$ cat config.mk
export PLATFORM = sky130hd
export DESIGN_NAME = twcr_front
export DESIGN_NICKNAME = d
export VERILOG_FILES = /design/src/rtl/core/twcr_pkg.sv /design/src/rtl/core/twcr_div.sv /design/src/rtl/core/twcr_front.sv
export SDC_FILE = /design/constraint.sdc
export NUM_CORES = 1
export LEC_CHECK = 0
export BUFFER_PORTS_ARGS = -buffer_cell sky130_fd_sc_hd__buf_2
export CAP_MARGIN = 0
export CORE_MARGIN = 2
export CORE_UTILIZATION = 45
export CTS_CLUSTER_SIZE = 14
export DETAILED_ROUTE_END_ITERATION = 7
export HOLD_SLACK_MARGIN = 0.08
export SLEW_MARGIN = 20
export SYNTH_ARGS = -nofsm -noshare
export SYNTH_HDL_FRONTEND = slang
export SYNTH_SLANG_ARGS = --single-unit
$ cat constraint.sdc
create_clock -name clk -period 13.3 [get_ports clk]
set_clock_uncertainty 0.05 [all_clocks]
set_input_delay 0.665 -clock clk [delete_from_list [all_inputs] [get_ports clk]]
set_output_delay 0.665 -clock clk [all_outputs]
set_load 0.05 [all_outputs]
$ cat src/rtl/core/twcr_pkg.sv
// Shared types, widths and codes for the textured wall column renderer.
package twcr_pkg;

	localparam int ROW_W      = 9;
	localparam int COL_W      = 10;
	localparam int ADDR_W     = 12;
	localparam int TEXEL_W    = 32;
	localparam int COLOR_W    = 24;
	localparam int DIST_W     = 16;
	localparam int FRAC_W     = 16;
	localparam int POS_W      = 32;
	localparam int TEXCOL_W   = 8;
	localparam int DIV_NW     = 25;
	localparam int DIV_DW     = 17;
	localparam int FIFO_DEPTH = 4;
	localparam int FIFO_AW    = 2;
	localparam int FIFO_CW    = 3;
	localparam int S_TDATA_W  = 96;
	localparam int M_TDATA_W  = 56;

	localparam logic [1:0] CMD_LOAD  = 2'd0;
	localparam logic [1:0] CMD_START = 2'd1;
	localparam logic [1:0] CMD_ROW   = 2'd2;

	localparam logic [1:0] REGION_CEILING = 2'd0;
	localparam logic [1:0] REGION_WALL    = 2'd1;
	localparam logic [1:0] REGION_FLOOR   = 2'd2;

	localparam logic CFG_CEILING = 1'b0;
	localparam logic CFG_FLOOR   = 1'b1;

	typedef enum logic [1:0] {
		KIND_LOAD,
		KIND_COLUMN,
		KIND_ROW
	} kind_t;

	typedef struct packed {
		logic [1:0]         command;
		logic [ADDR_W-1:0]  texel_index;
		logic [TEXEL_W-1:0] texel_value;
		logic [COL_W-1:0]   screen_column;
		logic [DIST_W-1:0]  wall_distance;
		logic [FRAC_W-1:0]  wall_hit_fraction;
		logic               wall_side;
		logic               ray_x_positive;
		logic               ray_y_negative;
	} req_t;

	typedef struct packed {
		kind_t               kind;
		logic [ADDR_W-1:0]   tex_addr;
		logic [TEXEL_W-1:0]  tex_value;
		logic [ROW_W-1:0]    start_row;
		logic [ROW_W-1:0]    end_row;
		logic [TEXCOL_W-1:0] tex_col;
		logic [POS_W-1:0]    tex_pos;
		logic [POS_W-1:0]    tex_step;
		logic [COL_W-1:0]    column;
	} entry_t;

endpackage

$ cat src/rtl/core/twcr_div.sv
// Bit-serial restoring divider, one quotient bit per cycle.
module twcr_div (
	input  logic                             clk,
	input  logic                             arst_n,
	input  logic                             start,
	input  logic [twcr_pkg::DIV_NW-1:0]      dividend,
	input  logic [twcr_pkg::DIV_DW-1:0]      divisor,
	output logic                             done,
	output logic [twcr_pkg::DIV_NW-1:0]      quotient
);
	import twcr_pkg::*;

	localparam int CNT_W = $clog2(DIV_NW);

	logic              busy_q;
	logic              done_q;
	logic [CNT_W-1:0]  cnt_q;
	logic [DIV_DW-1:0] rem_q;
	logic [DIV_DW-1:0] dvs_q;
	logic [DIV_NW-1:0] quo_q;
	logic [DIV_DW:0]   rem_sh;
	logic [DIV_DW:0]   rem_sub;
	logic              ge;

	// quo_q shifts the dividend out at the top and the quotient in at the bottom
	assign rem_sh  = {rem_q, quo_q[DIV_NW-1]};
	assign ge      = rem_sh >= {1'b0, dvs_q};
	assign rem_sub = rem_sh - {1'b0, dvs_q};

	always_ff @(posedge clk or negedge arst_n) begin
		if (!arst_n) begin
			busy_q <= 1'b0;
			done_q <= 1'b0;
			cnt_q  <= '0;
			rem_q  <= '0;
			dvs_q  <= '0;
			quo_q  <= '0;
		end else begin
			done_q <= 1'b0;
			if (start) begin
				busy_q <= 1'b1;
				cnt_q  <= CNT_W'(DIV_NW - 1);
				rem_q  <= '0;
				dvs_q  <= divisor;
				quo_q  <= dividend;
			end else if (busy_q) begin
				rem_q <= ge ? rem_sub[DIV_DW-1:0] : rem_sh[DIV_DW-1:0];
				quo_q <= {quo_q[DIV_NW-2:0], ge};
				cnt_q <= cnt_q - CNT_W'(1);
				if (cnt_q == '0) begin
					busy_q <= 1'b0;
					done_q <= 1'b1;
				end
			end
		end
	end

	assign done     = done_q;
	assign quotient = quo_q;

endmodule

$ cat src/rtl/core/twcr_front.sv
// Front end: accepts requests, runs column setup and queues work for the back end.
module twcr_front #(
	parameter int SCREEN_HEIGHT = 480,
	parameter int TEX_WIDTH     = 64,
	parameter int TEX_HEIGHT    = 64
) (
	input  logic             clk,
	input  logic             arst_n,
	input  logic             in_valid,
	output logic             in_ready,
	input  twcr_pkg::req_t   in_req,
	output logic             push,
	output twcr_pkg::entry_t push_entry,
	input  logic             q_full
);
	import twcr_pkg::*;

	localparam int LTW = $clog2(TEX_WIDTH);
	localparam logic [DIV_NW-1:0] LINE_NUM = DIV_NW'(SCREEN_HEIGHT * 256);
	localparam logic [DIV_NW-1:0] STEP_NUM = DIV_NW'(TEX_HEIGHT * 65536);
	localparam logic [DIV_DW-1:0] HALF_H   = DIV_DW'(SCREEN_HEIGHT / 2);
	localparam logic [DIV_DW-1:0] H_FULL   = DIV_DW'(SCREEN_HEIGHT);
	localparam logic [ROW_W-1:0]  LAST_ROW = ROW_W'(SCREEN_HEIGHT - 1);

	typedef enum logic [2:0] {
		ST_IDLE,
		ST_DIV_LINE,
		ST_DIV_STEP,
		ST_MUL,
		ST_PUSH
	} state_t;

	state_t                  state_q;
	logic [COL_W-1:0]        column_q;
	logic [LTW-1:0]          texcol_q;
	logic [ROW_W-1:0]        start_q;
	logic [ROW_W-1:0]        end_q;
	logic [DIST_W-1:0]       offset_q;
	logic [DIV_NW-1:0]       step_q;
	logic [POS_W-1:0]        pos_q;

	logic                    accept;
	logic                    div_start;
	logic                    div_done;
	logic [DIV_NW-1:0]       div_dividend;
	logic [DIV_DW-1:0]       div_divisor;
	logic [DIV_NW-1:0]       div_quo;
	logic [DIV_DW-1:0]       depth_c;
	logic [DIV_DW-1:0]       line_c;
	logic [DIV_DW-1:0]       half_c;
	logic [DIV_DW-1:0]       end_sum_c;
	logic [ROW_W-1:0]        start_c;
	logic [ROW_W-1:0]        end_c;
	logic [DIST_W-1:0]       offset_c;
	logic [LTW-1:0]          tex_raw_c;
	logic [LTW-1:0]          texcol_c;
	logic                    mirror_c;
	logic [DIST_W+DIV_NW-1:0] prod_c;

	assign in_ready = (state_q == ST_IDLE) && !q_full;
	assign accept   = in_valid && in_ready;

	// a zero distance counts as one LSB
	assign depth_c = (in_req.wall_distance == '0) ? DIV_DW'(1) : {1'b0, in_req.wall_distance};

	assign tex_raw_c = in_req.wall_hit_fraction[FRAC_W-1 -: LTW];
	assign mirror_c  = (!in_req.wall_side && in_req.ray_x_positive) ||
		(in_req.wall_side && in_req.ray_y_negative);
	assign texcol_c  = mirror_c ? ~tex_raw_c : tex_raw_c;

	assign line_c    = div_quo[DIV_DW-1:0];
	assign half_c    = {1'b0, line_c[DIV_DW-1:1]};
	assign start_c   = (half_c >= HALF_H) ? '0 : ROW_W'(HALF_H - half_c);
	assign end_sum_c = HALF_H + half_c;
	assign end_c     = (end_sum_c >= H_FULL) ? LAST_ROW : end_sum_c[ROW_W-1:0];
	// rows of the wall clipped off above the screen
	assign offset_c  = (half_c > HALF_H) ? DIST_W'(half_c - HALF_H) : '0;

	assign prod_c = offset_q * step_q;

	assign div_start = (accept && in_req.command == CMD_START) ||
		(state_q == ST_DIV_LINE && div_done && line_c != '0);
	assign div_dividend = (state_q == ST_IDLE) ? LINE_NUM : STEP_NUM;
	assign div_divisor  = (state_q == ST_IDLE) ? depth_c : line_c;

	twcr_div u_div (
		.clk      (clk),
		.arst_n   (arst_n),
		.start    (div_start),
		.dividend (div_dividend),
		.divisor  (div_divisor),
		.done     (div_done),
		.quotient (div_quo)
	);

	assign push = (accept && (in_req.command == CMD_LOAD || in_req.command == CMD_ROW)) ||
		(state_q == ST_PUSH && !q_full);

	always_comb begin
		push_entry           = '0;
		push_entry.tex_addr  = in_req.texel_index;
		push_entry.tex_value = in_req.texel_value;
		if (state_q == ST_PUSH) begin
			push_entry.kind      = KIND_COLUMN;
			push_entry.start_row = start_q;
			push_entry.end_row   = end_q;
			push_entry.tex_col   = TEXCOL_W'(texcol_q);
			push_entry.tex_pos   = pos_q;
			push_entry.tex_step  = POS_W'(step_q);
			push_entry.column    = column_q;
		end else if (in_req.command == CMD_LOAD) begin
			push_entry.kind = KIND_LOAD;
		end else begin
			push_entry.kind = KIND_ROW;
		end
	end

	always_ff @(posedge clk or negedge arst_n) begin
		if (!arst_n) begin
			state_q  <= ST_IDLE;
			column_q <= '0;
			texcol_q <= '0;
			start_q  <= '0;
			end_q    <= '0;
			offset_q <= '0;
			step_q   <= '0;
			pos_q    <= '0;
		end else begin
			unique case (state_q)
				ST_IDLE: begin
					if (accept && in_req.command == CMD_START) begin
						column_q <= in_req.screen_column;
						texcol_q <= texcol_c;
						state_q  <= ST_DIV_LINE;
					end
				end
				ST_DIV_LINE: begin
					if (div_done) begin
						start_q  <= start_c;
						end_q    <= end_c;
						offset_q <= offset_c;
						step_q   <= '0;
						// zero line height: no step division, step stays zero
						state_q  <= (line_c == '0) ? ST_MUL : ST_DIV_STEP;
					end
				end
				ST_DIV_STEP: begin
					if (div_done) begin
						step_q  <= div_quo;
						state_q <= ST_MUL;
					end
				end
				ST_MUL: begin
					pos_q   <= prod_c[POS_W-1:0];
					state_q <= ST_PUSH;
				end
				ST_PUSH: begin
					if (!q_full) begin
						state_q <= ST_IDLE;
					end
				end
				default: state_q <= ST_IDLE;
			endcase
		end
	end

endmodule

==> metrics.yaml <==
cts_setup_buffers: 0
drtIter0Drc: 966
crit_start: "offset_q[5]$_DFFE_PN0P_"
crit_type: "register to register"
wire_per_inst_um: 18.02
grt_max_degree: 114
period_needed_ns: 7.285
final_cell_mix: "nand2_1 (367), inv_1 (338), fa_1 (287)"
rsz0062_at_grt: "false"
grt_pass1_vias: 15530
powerDensity_mw_per_mm2: 117.6
slew_violations: 0
n_fill_cell: 4248
reg2reg_from: "offset_q[5]$_DFFE_PN0P_"
ys_seq_area_frac: 0.2182
drtPass1Iterations: 6
crit_arrival_ns: 7.53
antenna_found_initial: 0
drive_gt1_frac: 0.09375
cts_max_path_buffers: 2
pin_count: 243
overflow: 0
fin_nets: 2739
place_inst: 2832
ctsHtreeMaxLevel: 4
synth_adder_area_share: 0.3454
portBuffers: 135
postRouteAntennaNets: 0
cts_buffers: 17
hold_class: "primary input to asynchronous set/reset pin"
dr_total_vias: 15080
grt_pass1_wl_um: 83550
synth_cells: 2253
synth_flop_cell: "dfrtp_1"
post-route-period-util: 0.5477
dieHeight_um: 215.8
globalplace.congestion: 0.8890
post-route-drc-count: 0
diodes: 0
synth_area_per_cell_um2: 8.958
synth_compound_area_frac: 0.08741
cap_violations: 0
synth-seq-cells: 176
layout_commonest_cell: "nand2_1"
synth_xor_area_frac: 0.03341
instances_no_fill: 2864
clock-sinks: 176
die_area_mm2: 0.04656
crit_fanout: 26
syn2layout_area_growth_pct: 6.825
worst_pin_slew_ns: 1.118
clk_pin_slew_worst_paths_ns: 0.08
core-area_mm2: 0.04422
cp-start-kind: "register"
relSlewSlack: 0.2514
setup_viol: 0
required_ns: 13.55
p_leak_nw: 10.77
synth.cell_area_mm2: 0.02018
ys_types: 62
synthArstFlopShare: 1.000
synth_top_family_by_area: "adder cells"
dp_hpwl_um: 38330
cts_tree: "done"
status: "completed"
detail_route.vias_per_cell: 5.264
synthMuxAreaShare: 0.02226
cts-root-buf: "clkbuf_16"
setup_tns_ns: 0
dieWidth_um: 215.8
synth-edff-count: 0
grt.total_usage: 0.2279
max-vdd-ir-drop_mv: 0.1516
yosysWarnings: 0
cts_resized: 0
initial_core_util: 0.4564
holdBufCountCts: 0
rows: 77
synth-simple-area-share: 0.1855
hold_viol: 0
cp-end-kind: "register"
clock_latency_ns: 0.46
max_freq_mhz: 137.3
routed_wl_um: 51600
final timing paths:
| check | end | slack [ns] | cells after the start |
|---|---|---|---|
| worst max-delay path | pos_q[29]$_DFFE_PN0P_ | 6.02 | 20 |
| worst min-delay path | u_div.rem_q[13]$_DFFE_PN0P_ | 0.24 | 1 |
| worst max register to register | pos_q[29]$_DFFE_PN0P_ | 6.02 | 20 |
| worst min register to register | column_q[2]$_DFFE_PN0P_ | 0.42 | 2 |
| max in group asynchronous | u_div.busy_q$_DFF_PN0_ | 11.56 | 2 |
| min in group clk | column_q[7]$_DFFE_PN0P_ | 0.35 | 3 |
registers in the layout, summed over array words and instances (netlist names), 3 cells and up:
name	count
pos_q	32
step_q	25
u_div.quotient	25
u_div.dvs_q	17
u_div.rem_q	17
offset_q	16
column_q	10
end_q	9
start_q	9
texcol_q	6
u_div.cnt_q	5
state_q	3
worst max-delay path, stage by stage, from the launching register on:
cell       delay [ns]
dfrtp_1          1.04
and2_1           0.27
fa_1             0.41
inv_1            0.07
fa_1             0.43
fa_1             0.51
inv_1            0.05
fa_1             0.49
fa_1             0.49
inv_1            0.05
fa_1             0.47
inv_1            0.04
ha_1             0.33
a22oi_1          0.20
nand2_1          0.10
o2111ai_1        0.31
a2bb2oi_1        0.55
o21ai_0          0.26
o21ai_0          0.49
xor2_1           0.35
o21ai_0          0.14
cell families after synthesis:
group | count (synthesis)
AO/OA/AOI/OAI | 273
flip-flops | 176
buffers and inverters | 520
adder cells (fa/ha/maj) | 385
other | 1
AND/OR/NAND/NOR | 777
XOR/XNOR | 77
multiplexers | 44
routing by layer:
layer	GRT usage	up-vias	wire length, um
li1	-	6941	-
met1	0.2979	7630	21940
met2	0.3919	445	25800
met3	0.04482	61	3027
met4	0.05080	0	835
met5	0	-	0
power by group:
group          switching, mW  total [mW]  internal [mW]
clock                  0.253       0.526          0.273
combinational          0.607        1.05          0.440
sequential             0.271       0.963          0.691
synthesized netlist by cell type, types with 5 or more instances:
| master | instances | area (um2) |
|---|---|---|
| nor4_1 | 7 | 43.79 |
| nand2_1 | 367 | 1378 |
| a211oi_1 | 13 | 97.59 |
| nor2_1 | 80 | 300.3 |
| inv_1 | 338 | 1269 |
| xnor2_1 | 45 | 394.1 |
| o21a_1 | 8 | 60.06 |
| a31oi_1 | 19 | 118.9 |
| ha_1 | 98 | 1226 |
| a21oi_1 | 47 | 235.2 |
| mux2i_1 | 37 | 370.4 |
| fa_1 | 287 | 5746 |
| and3_1 | 5 | 31.28 |
| o31ai_1 | 17 | 127.6 |
| a221oi_1 | 9 | 78.83 |
| a21o_1 | 20 | 150.1 |
| dfrtp_1 | 176 | 4404 |
| or3_1 | 6 | 37.54 |
| buf_4 | 55 | 412.9 |
| o21ai_0 | 83 | 415.4 |
| nor3_1 | 18 | 90.09 |
| mux2_2 | 7 | 78.83 |
| nand2b_1 | 10 | 62.56 |
| nand3_1 | 17 | 85.08 |
| xor2_1 | 32 | 280.3 |
| nor2b_1 | 10 | 62.56 |
| o21bai_1 | 5 | 37.54 |
| and2_1 | 233 | 1458 |
| a22o_1 | 27 | 236.5 |
| clkbuf_1 | 120 | 450.4 |
per-stage QoR:
step	cell area [um2]	total power [mW]	util	hold slack (ns)	worst slack, ns
2_1_floorplan	20210	1.730	-	0.3194	7.351
3_3_place_gp	20950	1.975	0.4737	0.4025	6.173
3_5_place_dp	20950	2.011	0.4737	0.4048	6.127
4_1_cts	21560	2.546	0.4875	0.3305	6.095
5_1_grt	21560	2.719	0.4876	0.3322	5.656
6_report	21560	2.536	0.4876	0.2401	6.015
cell type report:
class,count,area (um2),share of cell area
clock buffers,18,439.2,0.02037
well taps,592,740.7,0.03435
flip-flops and latches,176,4407,0.2044
clock inverters,14,173.9,0.008066
multi-input cells,1565,13650,0.6332
inverters,338,1269,0.05884
repair buffers,161,879.6,0.04080
Note: power is estimated with default switching activity, not from simulation.
