File: config.mk
export PLATFORM = sky130hd
export DESIGN_NAME = twcr_fifo
export DESIGN_NICKNAME = d
export VERILOG_FILES = /design/src/rtl/core/twcr_pkg.sv /design/src/rtl/core/twcr_fifo.sv
export SDC_FILE = /design/constraint.sdc
export NUM_CORES = 1
export LEC_CHECK = 0
export ABC_AREA = 1
export BUFFER_PORTS_ARGS = -buffer_cell sky130_fd_sc_hd__buf_2
export CELL_PAD_IN_SITES_DETAIL_PLACEMENT = 1
export CELL_PAD_IN_SITES_GLOBAL_PLACEMENT = 2
export CORE_ASPECT_RATIO = 1.4
export CORE_MARGIN = 4
export CORE_UTILIZATION = 43
export CTS_CLUSTER_DIAMETER = 80
export DETAILED_ROUTE_END_ITERATION = 6
export PLACE_DENSITY_LB_ADDON = 0.05
export SKIP_CTS_REPAIR_TIMING = 1
export SYNTH_ARGS = -nofsm -noshare
export SYNTH_HDL_FRONTEND = slang
export SYNTH_SLANG_ARGS = --single-unit
File: constraint.sdc
create_clock -name clk -period 12 [get_ports clk]
set_input_delay 0.6 -clock clk [delete_from_list [all_inputs] [get_ports clk]]
set_output_delay 0.6 -clock clk [all_outputs]
set_load 0.05 [all_outputs]
File: src/rtl/core/twcr_pkg.sv
// Shared types, widths and codes for the textured wall column renderer.
package twcr_pkg;

	localparam int ROW_W      = 9;
	localparam int COL_W      = 10;
	localparam int ADDR_W     = 12;
	localparam int TEXEL_W    = 32;
	localparam int COLOR_W    = 24;
	localparam int DIST_W     = 16;
	localparam int FRAC_W     = 16;
	localparam int POS_W      = 32;
	localparam int TEXCOL_W   = 8;
	localparam int DIV_NW     = 25;
	localparam int DIV_DW     = 17;
	localparam int FIFO_DEPTH = 4;
	localparam int FIFO_AW    = 2;
	localparam int FIFO_CW    = 3;
	localparam int S_TDATA_W  = 96;
	localparam int M_TDATA_W  = 56;

	localparam logic [1:0] CMD_LOAD  = 2'd0;
	localparam logic [1:0] CMD_START = 2'd1;
	localparam logic [1:0] CMD_ROW   = 2'd2;

	localparam logic [1:0] REGION_CEILING = 2'd0;
	localparam logic [1:0] REGION_WALL    = 2'd1;
	localparam logic [1:0] REGION_FLOOR   = 2'd2;

	localparam logic CFG_CEILING = 1'b0;
	localparam logic CFG_FLOOR   = 1'b1;

	typedef enum logic [1:0] {
		KIND_LOAD,
		KIND_COLUMN,
		KIND_ROW
	} kind_t;

	typedef struct packed {
		logic [1:0]         command;
		logic [ADDR_W-1:0]  texel_index;
		logic [TEXEL_W-1:0] texel_value;
		logic [COL_W-1:0]   screen_column;
		logic [DIST_W-1:0]  wall_distance;
		logic [FRAC_W-1:0]  wall_hit_fraction;
		logic               wall_side;
		logic               ray_x_positive;
		logic               ray_y_negative;
	} req_t;

	typedef struct packed {
		kind_t               kind;
		logic [ADDR_W-1:0]   tex_addr;
		logic [TEXEL_W-1:0]  tex_value;
		logic [ROW_W-1:0]    start_row;
		logic [ROW_W-1:0]    end_row;
		logic [TEXCOL_W-1:0] tex_col;
		logic [POS_W-1:0]    tex_pos;
		logic [POS_W-1:0]    tex_step;
		logic [COL_W-1:0]    column;
	} entry_t;

endpackage

File: src/rtl/core/twcr_fifo.sv
// Small queue of work entries between the front and back ends.
module twcr_fifo (
	input  logic             clk,
	input  logic             arst_n,
	input  logic             push,
	input  twcr_pkg::entry_t push_entry,
	output logic             full,
	input  logic             pop,
	output twcr_pkg::entry_t head,
	output logic             nempty
);
	import twcr_pkg::*;

	entry_t               slot_q [FIFO_DEPTH];
	logic [FIFO_AW-1:0]   wr_ptr_q;
	logic [FIFO_AW-1:0]   rd_ptr_q;
	logic [FIFO_CW-1:0]   count_q;
	logic                 do_push;
	logic                 do_pop;

	assign full    = count_q == FIFO_CW'(FIFO_DEPTH);
	assign nempty  = count_q != '0;
	assign do_push = push && !full;
	assign do_pop  = pop && nempty;
	assign head    = slot_q[rd_ptr_q];

	always_ff @(posedge clk) begin
		if (do_push) begin
			slot_q[wr_ptr_q] <= push_entry;
		end
	end

	always_ff @(posedge clk or negedge arst_n) begin
		if (!arst_n) begin
			wr_ptr_q <= '0;
			rd_ptr_q <= '0;
			count_q  <= '0;
		end else begin
			if (do_push) begin
				wr_ptr_q <= wr_ptr_q + FIFO_AW'(1);
			end
			if (do_pop) begin
				rd_ptr_q <= rd_ptr_q + FIFO_AW'(1);
			end
			case ({do_push, do_pop})
				2'b10:   count_q <= count_q + FIFO_CW'(1);
				2'b01:   count_q <= count_q - FIFO_CW'(1);
				default: count_q <= count_q;
			endcase
		end
	end

endmodule

==> out/results.txt, run 1 <==
DRC -> 0
Clock Tree Root -> clkbuf_16
Min Hold Slack -> 218.0 ps
Setup crit end kind -> output pin
H-tree depth -> 2
clk_lat worst skew -> 590 ps
Critical Path AT -> 4250 ps
worst path bufs/invs -> 4
Period Utilization, post-route -> 0.4042
Final Net Count -> 2,198
clk_skew -> 13.55 ps
min Tclk post-route -> 4850 ps
Switch Pwr -> 3.535 mW
row cnt -> 101
synthesized net count -> 1,920
post-synthesis mux area share -> 0
Synth Area in Compound Gates -> 0.09284
Fin. Hold Viols -> 0
CTS Buf Count -> 56
met1 Use GR -> 0.2202
sequential fraction of the synthesis area -> 0.7484
Slew Viols, Final -> 0
Die Y -> 285.6 µm
final setup fails -> 0
overall power -> 7.909 mW
Largest stage delay, worst path -> 880 ps
delay-heaviest family, CP -> buffers and inverters
post-synthesis simple-gate area fraction -> 0.07471
share of power burned in registers -> 0.358
global route overflow -> 0
Lkg Pwr -> 10.88 nW
core area -> 54,340 µm²
Die X -> 206.3 µm
Syn Inst Count -> 1,764
CP Class -> reg2out
largest net degree at the start of global routing -> 269
WL/cell -> 19.89 µm
GPL Wtd Cong -> 0.7281
clock tree buffer depth -> 3
Initial Utilization -> 0.4355
first-pass GRT wire length -> 85,010 µm
vias in the first global route -> 14.74k
# port buffers -> 297
busiest grt layer -> met2
Post-Synth XOR/XNOR Area -> 0.0003701
Fin Setup TNS -> 0 ps
antenna violations before repair -> 29
share of layout cells above drive strength 1 -> 0.1874
Yosys warning count -> 0
routed vias -> 13.96k
slew at the pin closest to its max-slew limit -> 1116 ps
Yosys cell types -> 17
Seq cells post-synth -> 591
GRT Total Usage -> 0.1881
die area -> 58,910 µm²
HPWL after detailed placement -> 34,190 µm
Clk network pwr share -> 0.216
main combinational cell family by area after synthesis -> compound AO/OA/AOI/OAI gates
CTS tree -> yes
VDD IR max -> 0.1974 mV
Max-Cap Viols -> 0
ratio of total power to cell area -> 289.8 nW/µm²
number of vias per cell -> 4.954
global-route met3 utilization -> 0.06225
area grow syn2layout -> 15.34%
Worst Hold Class -> in2reg
Routed Antenna Nets -> 0
CP max stage cell -> buf_4
CP required -> 11,400 ps
Max transition margin -> 0.2558
DRT Pass-1 Iters -> 6
CP Launch Type -> register
Pint -> 4.374 mW
Cell Area, Synth -> 23,670 µm²
switch share -> 0.4470
cell taking the most area after synthesis -> edfxtp_1
RSZ-0062 raised after global routing -> false
critical-path cell list -> inv_16, buf_4, buf_4, nand2_1, o211ai_1, nand2_1, buf_2
combinational share of power -> 0.426
met2 Track Usage GR -> 0.3354
clock slew seen by the registers of the worst setup and hold paths -> 60 ps
crit-path max FO -> 268
top cells by area, synth -> edfxtp_1 (74%), o211ai_1 (9.3%), nand2_1 (7.2%)
# clock sinks -> 591
average size of a mapped cell -> 13.42 µm²
drt initial violations -> 628
fmax -> 206.2 MHz
Synth top area share -> 0.7410
synthesized-area fraction occupied by adder cells -> 0.003489
Routed Wire Length -> 56,040 µm
I/O pins -> 298
status -> complete, no violations
## cells in the mapped netlist
cell,number
buf_6,41
xnor2_1,1
nand2_1,456
nand4_1,1
buf_2,47
nor2_1,4
ha_1,5
buf_4,2
inv_1,307
clkbuf_1,7
fa_1,1
edfxtp_1,584
inv_4,1
nand3_1,7
dfrtp_1,7
o211ai_1,292
o21ai_0,1
## flip-flops by register name, indices dropped and copies added (netlist names)
name / count
rd_ptr_q: 2
count_q: 3
slot_q: 584
wr_ptr_q: 2
## area by class of cell
cell class	count	area, µm²
Fill cell	5549	27040
Sequential cell	591	17720
Multi-Input combinational cell	768	4086
Timing Repair Buffer	317	1639
Clock buffer	78	1515
Inverter	308	1175
Tap cell	721	902.1
Clock inverter	25	236.5
Antenna cell	10	25.02
## logic make-up (layout without fill, tap and decap cells)
family,count (synthesis),in the layout
xor gates and xnor gates,1,1
buffers and inverters,405,728
AOI/OAI and AO/OA,293,293
and+or+nand+nor,468,468
other,0,10
adders and majority gates,6,6
DFF,591,591
## layer usage
layer	routed length (µm)	vias up	share of wire
met3	3771	93	0.067
met5	184	-	0.0033
met1	22350	6852	0.40
met2	28780	251	0.51
li1	-	6737	-
met4	953	26	0.017
## cell usage in the layout, fill, tap and decap left out, types with 2 or more instances in the layout
| cell type | n |
|---|---|
| clkbuf_1 | 20 |
| nand2_1 | 456 |
| clkinv_1 | 15 |
| edfxtp_1 | 584 |
| clkinvlp_4 | 2 |
| inv_1 | 306 |
| nor2_4 | 4 |
| nand3_1 | 7 |
| clkbuf_16 | 57 |
| buf_4 | 19 |
| o211ai_1 | 292 |
| bufinv_16 | 5 |
| buf_2 | 297 |
| diode_2 | 10 |
| clkinv_2 | 3 |
| dfrtp_1 | 6 |
| ha_1 | 5 |
## worst register-to-register path, delay by kind of cell (launching register included)
kind / cells / cell delay (ps)
buf+inv: 3 / 1660
simple gates: 3 / 1140
flops: 1 / 360
## final timing paths
| path | cells after the start | startpoint | end | slack [ps] |
|---|---|---|---|---|
| worst max-delay path | 7 | rd_ptr_q[0]$_DFFE_PN0P_ | head[81] | 7150 |
| max in group asynchronous | 2 | arst_n | rd_ptr_q[1]$_DFFE_PN0P_ | 11430 |
| min in group asynchronous | 2 | arst_n | wr_ptr_q[0]$_DFFE_PN0P_ | 380 |
| worst max register to register | 6 | count_q[0]$_DFFE_PN0P_ | slot_q[3][89]$_DFFE_PP_ | 8470 |
| worst min-delay path | 1 | push_entry[142] | slot_q[2][142]$_DFFE_PP_ | 220 |
| worst min register to register | 1 | count_q[0]$_DFFE_PN0P_ | count_q[0]$_DFFE_PN0P_ | 480 |
## power by group through the flow
stage	clock network (mW)	logic (mW)	registers, mW
after global placement	0	3.41	2.86
final	1.71	3.37	2.83
after CTS	1.76	3.46	2.83
after global routing	1.86	3.65	2.86
after detailed placement	0	3.45	2.88
after floorplan	0	2.65	2.92
## stage by stage
step,instance area [µm²],setup WS (ps),utilization,cells
floorplan,23670,4535,-,1764
global route,27280,6728,0.5020,2811
CTS,27260,7148,0.5017,2807
global placement,25510,7938,0.4694,2704
detailed placement,25510,7796,0.4694,2704
finish,27290,7150,0.5023,2818
Note: power is estimated with default switching activity, not from simulation.
==> inputs of run 2 (changes only) <==
--- a/config.mk
+++ b/config.mk
@@ -5,13 +5,13 @@
 export SDC_FILE = /design/constraint.sdc
 export NUM_CORES = 1
 export LEC_CHECK = 0
-export ABC_AREA = 1
+export ABC_AREA = 0
 export BUFFER_PORTS_ARGS = -buffer_cell sky130_fd_sc_hd__buf_2
 export CELL_PAD_IN_SITES_DETAIL_PLACEMENT = 1
 export CELL_PAD_IN_SITES_GLOBAL_PLACEMENT = 2
 export CORE_ASPECT_RATIO = 1.4
 export CORE_MARGIN = 4
-export CORE_UTILIZATION = 43
+export CORE_UTILIZATION = 41
 export CTS_CLUSTER_DIAMETER = 80
 export DETAILED_ROUTE_END_ITERATION = 6
 export PLACE_DENSITY_LB_ADDON = 0.05
==> constraint.sdc (replaced) <==
create_clock -name clk -period 4.45 [get_ports clk]
set_input_delay 0.2225 -clock clk [delete_from_list [all_inputs] [get_ports clk]]
set_output_delay 0.2225 -clock clk [all_outputs]
set_load 0.05 [all_outputs]
==> out/results.txt, run 2 <==
Die Y -> 279.2 µm (was 285.6 µm)
GRT Total Usage -> 0.1653 (was 0.1881)
crit path launch -> rd_ptr_q[0]$_DFFE_PN0P_ (unchanged)
clk_lat worst skew -> 600 ps (was 590 ps)
ratio of total power to cell area -> 743.0 nW/µm² (was 289.8 nW/µm²)
RSZ-0062 raised after global routing -> false (unchanged)
synthesized net count -> 956 (was 1,920)
Setup WS post-layout -> 1407 ps (was 7150 ps)
footprint of the multi-input gates -> 3516 µm² (was 4086 µm²)
Final Core Density -> 0.5179 (was 0.5023)
worst path bufs/invs -> 2 (was 4)
main flop type after synthesis -> edfxtp_1 (unchanged)
row cnt -> 99 (was 101)
Worst Hold Class -> in2async (was in2reg)
drt initial violations -> 421 (was 628)
Post-Synth XOR/XNOR Area -> 0.002439 (was 0.0003701)
Post-Place Cell Area -> 23,810 µm² (was 25,510 µm²)
Period Utilization, post-route -> 0.6838
placed cell count -> 1,733 (was 2,704)
async set-reset flop share out of synthesis -> 0.01184 (unchanged)
Routed Antenna Nets -> 0 (unchanged)
routed vias -> 9,930 (was 13.96k)
top cells by area, synth -> edfxtp_1 (81%), mux4_2 (15%), dfrtp_1 (0.81%) (was edfxtp_1 (74%), o211ai_1 (9.3%), nand2_1 (7.2%))
slew at the pin closest to its max-slew limit -> 782.3 ps (was 1116 ps)
Yosys warning count -> 0 (unchanged)
Final Net Count -> 1,438 (was 2,198)
# clock sinks -> 591 (unchanged)
Synth top area share -> 0.8140 (was 0.7410)
synthesized-area fraction occupied by adder cells -> 0.003833 (was 0.003489)
R2R Path Start -> count_q[2]$_DFFE_PN0P_ (was count_q[0]$_DFFE_PN0P_)
Synth Area in Compound Gates -> 0.0004066 (was 0.09284)
CP Launch Type -> register (unchanged)
Slew Viols, Final -> 0 (unchanged)
Largest register FFs -> 584 (unchanged)
DRC -> 0 (unchanged)
area grow syn2layout -> 25.08% (was 15.34%)
vias in the first global route -> 10.50k (was 14.74k)
Critical Path AT -> 2820 ps (was 4250 ps)
Syn Inst Count -> 800 (was 1,764)
Min Hold Slack -> 31.47 ps (was 218.0 ps)
CTS tree -> yes (unchanged)
post-synthesis simple-gate area fraction -> 0.002439 (was 0.07471)
main combinational cell family by area after synthesis -> multiplexers (was compound AO/OA/AOI/OAI gates)
H-tree depth -> 2 (unchanged)
Max-Cap Viols -> 0 (unchanged)
DRT Pass-1 Iters -> 4 (was 6)
delay-heaviest family, CP -> flip-flops (was buffers and inverters)
core area -> 52,020 µm² (was 54,340 µm²)
final setup fails -> 0 (unchanged)
fin cells -> 1,982 (was 2,818)
post-synthesis mux area share -> 0.1536 (was 0)
# port buffers -> 297 (unchanged)
Commonest cells post-synth -> edfxtp_1 (584), mux4_2 (146), buf_2 (16) (was edfxtp_1 (584), nand2_1 (456), inv_1 (307))
die area -> 56,330 µm² (was 58,910 µm²)
crit-path max FO -> 49 (was 268)
Lkg Pwr -> 9.184 nW (was 10.88 nW)
cell taking the most area after synthesis -> edfxtp_1 (unchanged)
CP required -> 4230 ps (was 11,400 ps)
fin area -> 26,950 µm² (was 27,290 µm²)
clock tree buffer depth -> 3 (unchanged)
most common cell in the synthesized netlist -> edfxtp_1 (unchanged)
largest net degree at the start of global routing -> 84 (was 269)
Largest stage delay, worst path -> 840 ps (was 880 ps)
clk_skew -> 27.02 ps (was 13.55 ps)
Fin. Hold Viols -> 0 (unchanged)
critical-path cell list -> buf_12, mux4_2, buf_2 (was inv_16, buf_4, buf_4, nand2_1, o211ai_1, nand2_1, buf_2)
I/O pins -> 298 (unchanged)
WL/cell -> 23.88 µm (was 19.89 µm)
filler instances -> 4,574 (was 5,549)
Register Area -> 17,720 µm² (about the same)
Yosys cell types -> 22 (was 17)
min Tclk post-route -> 3043 ps
global route overflow -> 0 (unchanged)
Fin Setup TNS -> 0 ps (unchanged)
clock slew seen by the registers of the worst setup and hold paths -> 60 ps (about the same)
antenna violations before repair -> 4 (was 29)
dpl ws -> 1804 ps (was 7796 ps)
share of layout cells above drive strength 1 -> 0.3994 (was 0.1874)
Top Registers -> slot_q (584), count_q (3) (unchanged)
commonest non-fill, non-tap cell in the layout -> edfxtp_1 (unchanged)
Seq cells post-synth -> 591 (unchanged)
Most flops, register -> slot_q (unchanged)
fmax -> 328.6 MHz
GPL Wtd Cong -> 0.6843 (was 0.7281)
Cell Area, Synth -> 21,540 µm² (was 23,670 µm²)
commonest non-fill, non-tap cells in the layout -> edfxtp_1 (584), buf_2 (297), dlygate4sd3_1 (147), mux4_2 (146), clkbuf_16 (57) (was edfxtp_1 (584), nand2_1 (456), inv_1 (306), buf_2 (297), o211ai_1 (292))
Routed Wire Length -> 47,340 µm (was 56,040 µm)
sequential fraction of the synthesis area -> 0.8222 (was 0.7484)
CP Class -> reg2out (unchanged)
VDD IR max -> 0.3960 mV (was 0.1974 mV)
CP max stage cell -> dfrtp_4 (was buf_4)
overall power -> 20.02 mW (was 7.909 mW)
Max transition margin -> 0.4785 (was 0.2558)
Die X -> 201.7 µm (was 206.3 µm)
average size of a mapped cell -> 26.93 µm² (was 13.42 µm²)
HPWL after detailed placement -> 28,620 µm (was 34,190 µm)
first-pass GRT wire length -> 69,630 µm (was 85,010 µm)
Clock Tree Root -> clkbuf_16 (unchanged)
CTS Buf Count -> 56 (unchanged)
Post-synth EDFFs -> 584 (unchanged)
Initial Utilization -> 0.4141 (was 0.4355)
status -> complete, no violations (unchanged)
number of vias per cell -> 5.010 (was 4.954)
Setup crit end kind -> output pin (unchanged)
## run 2: worst paths after layout
path | end | slack, ps | depth (start not counted)
setup / recovery | head[42] | 1410 | 3
hold / removal | rd_ptr_q[1]$_DFFE_PN0P_ | 30 | 2
setup reg to reg | slot_q[1][0]$_DFFE_PP_ | 1860 | 4
hold reg to reg | count_q[2]$_DFFE_PN0P_ | 520 | 1
max in group asynchronous | wr_ptr_q[0]$_DFFE_PN0P_ | 4230 | 2
min in group clk | rd_ptr_q[0]$_DFFE_PN0P_ | 60 | 3
## run 2: cell families after synthesis
group	count (synthesis)
flops	591
compound gates	1
fa+ha+maj	6
xor+xnor	6
simple gates	9
buf+inv	39
mux	148
## run 2: per-layer routing
metal,global-route usage,part of all wire,vias to the layer above
li1,-,-,4424
met1,0.2042,0.40,5168
met2,0.2806,0.51,256
met3,0.04972,0.057,82
met4,0.05612,0.029,0
met5,0,0,-
## run 2: where the power goes
part           internal, mW  total, mW  switching (mW)
Combinational          2.33       7.90            5.57
Clock                  2.45       4.38            1.93
Sequential             7.35       7.74           0.387
## run 2: final cells by class
cell class / count / share of cell area
sequential: 591 / 0.6576
multi-input combinational: 170 / 0.1305
timing repair buffer: 457 / 0.1190
clock buffer: 75 / 0.05544
tap: 656 / 0.03046
clock inverter: 23 / 0.005851
inverter: 6 / 0.0008358
antenna: 4 / 0.0003715
==> inputs of run 3 (changes only) <==
--- a/config.mk
+++ b/config.mk
@@ -5,13 +5,13 @@
 export SDC_FILE = /design/constraint.sdc
 export NUM_CORES = 1
 export LEC_CHECK = 0
-export ABC_AREA = 0
+export ABC_AREA = 1
 export BUFFER_PORTS_ARGS = -buffer_cell sky130_fd_sc_hd__buf_2
 export CELL_PAD_IN_SITES_DETAIL_PLACEMENT = 1
 export CELL_PAD_IN_SITES_GLOBAL_PLACEMENT = 2
 export CORE_ASPECT_RATIO = 1.4
 export CORE_MARGIN = 4
-export CORE_UTILIZATION = 41
+export CORE_UTILIZATION = 40
 export CTS_CLUSTER_DIAMETER = 80
 export DETAILED_ROUTE_END_ITERATION = 6
 export PLACE_DENSITY_LB_ADDON = 0.05
==> constraint.sdc (replaced) <==
create_clock -name clk -period 3.2 [get_ports clk]
set_input_delay 0.16 -clock clk [delete_from_list [all_inputs] [get_ports clk]]
set_output_delay 0.16 -clock clk [all_outputs]
set_load 0.05 [all_outputs]
==> out/results.txt, run 3 (synthesis gave the netlist of run 1 again) <==
Setup crit end kind -> output pin (unchanged)
CTS tree -> yes (unchanged)
commonest non-fill, non-tap cells in the layout -> edfxtp_1 (584), nand2_1 (455), inv_1 (304), buf_2 (297), o211ai_1 (292) (was edfxtp_1 (584), buf_2 (297), dlygate4sd3_1 (147), mux4_2 (146), clkbuf_16 (57))
fin area -> 29,230 µm² (was 26,950 µm²)
Max-Cap Viols -> 0 (unchanged)
Final Net Count -> 2,357 (was 1,438)
critical-path cell list -> inv_16, buf_4, o211ai_1, nand2_1, buf_2 (was buf_12, mux4_2, buf_2)
Largest register FFs -> 584 (unchanged)
Routed Antenna Nets -> 0 (unchanged)
Fin. Hold Viols -> 0 (unchanged)
antenna violations before repair -> 7 (was 4)
die area -> 63,170 µm² (was 56,330 µm²)
Clock Tree Root -> clkbuf_16 (unchanged)
WL/cell -> 19.10 µm (was 23.88 µm)
clock tree buffer depth -> 3 (unchanged)
first-pass GRT wire length -> 85,230 µm (was 69,630 µm)
I/O pins -> 298 (unchanged)
min Tclk post-route -> 2836 ps
Die Y -> 295.8 µm (was 279.2 µm)
# clock sinks -> 591 (unchanged)
CP max stage cell -> dfrtp_1 (was dfrtp_4)
CP Class -> reg2out (unchanged)
final setup fails -> 0 (unchanged)
CTS Buf Count -> 58 (was 56)
Most flops, register -> slot_q (unchanged)
vias in the first global route -> 14.66k (was 10.50k)
Critical Path AT -> 2680 ps (was 2820 ps)
clock slew seen by the registers of the worst setup and hold paths -> 60 ps (about the same)
global route overflow -> 0 (unchanged)
ratio of total power to cell area -> 1047 nW/µm² (was 743.0 nW/µm²)
GRT Total Usage -> 0.1779 (was 0.1653)
Lkg Pwr -> 11.69 nW (was 9.184 nW)
VDD IR max -> 0.7843 mV (was 0.3960 mV)
row cnt -> 105 (was 99)
HPWL after detailed placement -> 34,190 µm (was 28,620 µm)
largest net degree at the start of global routing -> 181 (was 84)
Slew Viols, Final -> 0 (unchanged)
Fin Setup TNS -> 0 ps (unchanged)
met1 Use GR -> 0.2146 (was 0.2042)
met2 Track Usage GR -> 0.3140 (was 0.2806)
Post-Place Cell Area -> 25,780 µm² (was 23,810 µm²)
crit-path max FO -> 180 (was 49)
area grow syn2layout -> 23.52% (was 25.08%)
slew at the pin closest to its max-slew limit -> 891.9 ps (was 782.3 ps)
Period Utilization, post-route -> 0.8864
RSZ-0062 raised after global routing -> false (unchanged)
fmax -> 352.6 MHz
commonest non-fill, non-tap cell in the layout -> edfxtp_1 (unchanged)
number of vias per cell -> 4.860 (was 5.010)
status -> complete, no violations (unchanged)
Worst Hold Class -> in2reg (was in2async)
DRT Pass-1 Iters -> 4 (unchanged)
GPL Wtd Cong -> 0.7056 (was 0.6843)
drt initial violations -> 581 (was 421)
Routed Wire Length -> 57,340 µm (was 47,340 µm)
# port buffers -> 297 (unchanged)
global-route met3 utilization -> 0.04741 (was 0.04972)
Max transition margin -> 0.4054 (was 0.4785)
DRC -> 0 (unchanged)
busiest grt layer -> met2 (unchanged)
CP required -> 3040 ps (was 4230 ps)
clk_lat worst skew -> 590 ps (was 600 ps)
core area -> 58,590 µm² (was 52,020 µm²)
Die X -> 213.6 µm (was 201.7 µm)
Largest stage delay, worst path -> 500 ps (was 840 ps)
H-tree depth -> 2 (unchanged)
CP Launch Type -> register (unchanged)
share of layout cells above drive strength 1 -> 0.1860 (was 0.3994)
Initial Utilization -> 0.4039 (was 0.4141)
routed vias -> 14.59k (was 9,930)
Top Registers -> slot_q (584), count_q (3) (unchanged)
clk_skew -> 13.54 ps (was 27.02 ps)
==> run 3: cell types whose count changed in the layout (fill, tap and decap cells not counted), moves of 8 or more <==
cell      before  now
o211ai_1       0  292
clkinv_2       3   11
nand2_1        1  455
buf_4          1   15
inv_1          6  304
mux4_2       146    0
==> run 3: final cells by class <==
class	instances	area [µm²]
multi-input cells	768	4115
clock inverters	31	351.6
clock buffers	75	1579
fillers	5988	29360
diodes	6	15.01
repair buffers	474	3341
well taps	749	937.1
inverters	308	1177
flip-flops and latches	591	17720
==> run 3: power breakdown <==
group	total, mW	switching, mW	internal, mW
sequential	10.5	0.340	10.2
clock	6.88	2.78	4.10
combinational	13.2	10.3	2.86
total	30.6	13.5	17.1
==> run 3: per-stage QoR <==
stage,hold slack (ps),instances,util,setup slack (ps),power [mW]
2_1_floorplan,-135.6,1764,-,-18.98,20.64
3_3_place_gp,11.20,2740,0.4401,970.6,23.84
3_5_place_dp,20.12,2740,0.4401,961.7,24.06
4_1_cts,-654.1,2846,0.4730,287.7,31.04
5_1_grt,273.4,3000,0.4988,200.5,32.40
6_report,304.0,3002,0.4989,363.7,30.60
==> run 3: worst max-delay path, delay by kind of cell, from the launching register on <==
family | cells | cell delay, ps
DFF | 1 | 500
and+or+nand+nor | 1 | 140
buffers and inverters | 3 | 1150
AOI/OAI and AO/OA | 1 | 140
==> run 3: path summary, 6_finish.rpt <==
check,from,endpoint,slack [ps],cells after the start
worst max-delay path,rd_ptr_q[0]$_DFFE_PN0P_,head[81],360,5
worst min-delay path,push_entry[135],slot_q[2][135]$_DFFE_PP_,300,2
worst min register to register,count_q[0]$_DFFE_PN0P_,count_q[0]$_DFFE_PN0P_,500,1
min in group asynchronous,arst_n,wr_ptr_q[0]$_DFFE_PN0P_,560,3
worst max register to register,count_q[1]$_DFFE_PN0P_,count_q[2]$_DFFE_PN0P_,1310,10
max in group asynchronous,arst_n,rd_ptr_q[1]$_DFFE_PN0P_,2340,3
==> run 3: metal layers <==
layer | up-vias | share of wire
met5 | - | 0.00037
met4 | 4 | 0.024
met3 | 88 | 0.052
met2 | 262 | 0.51
met1 | 7194 | 0.42
li1 | 7042 | -
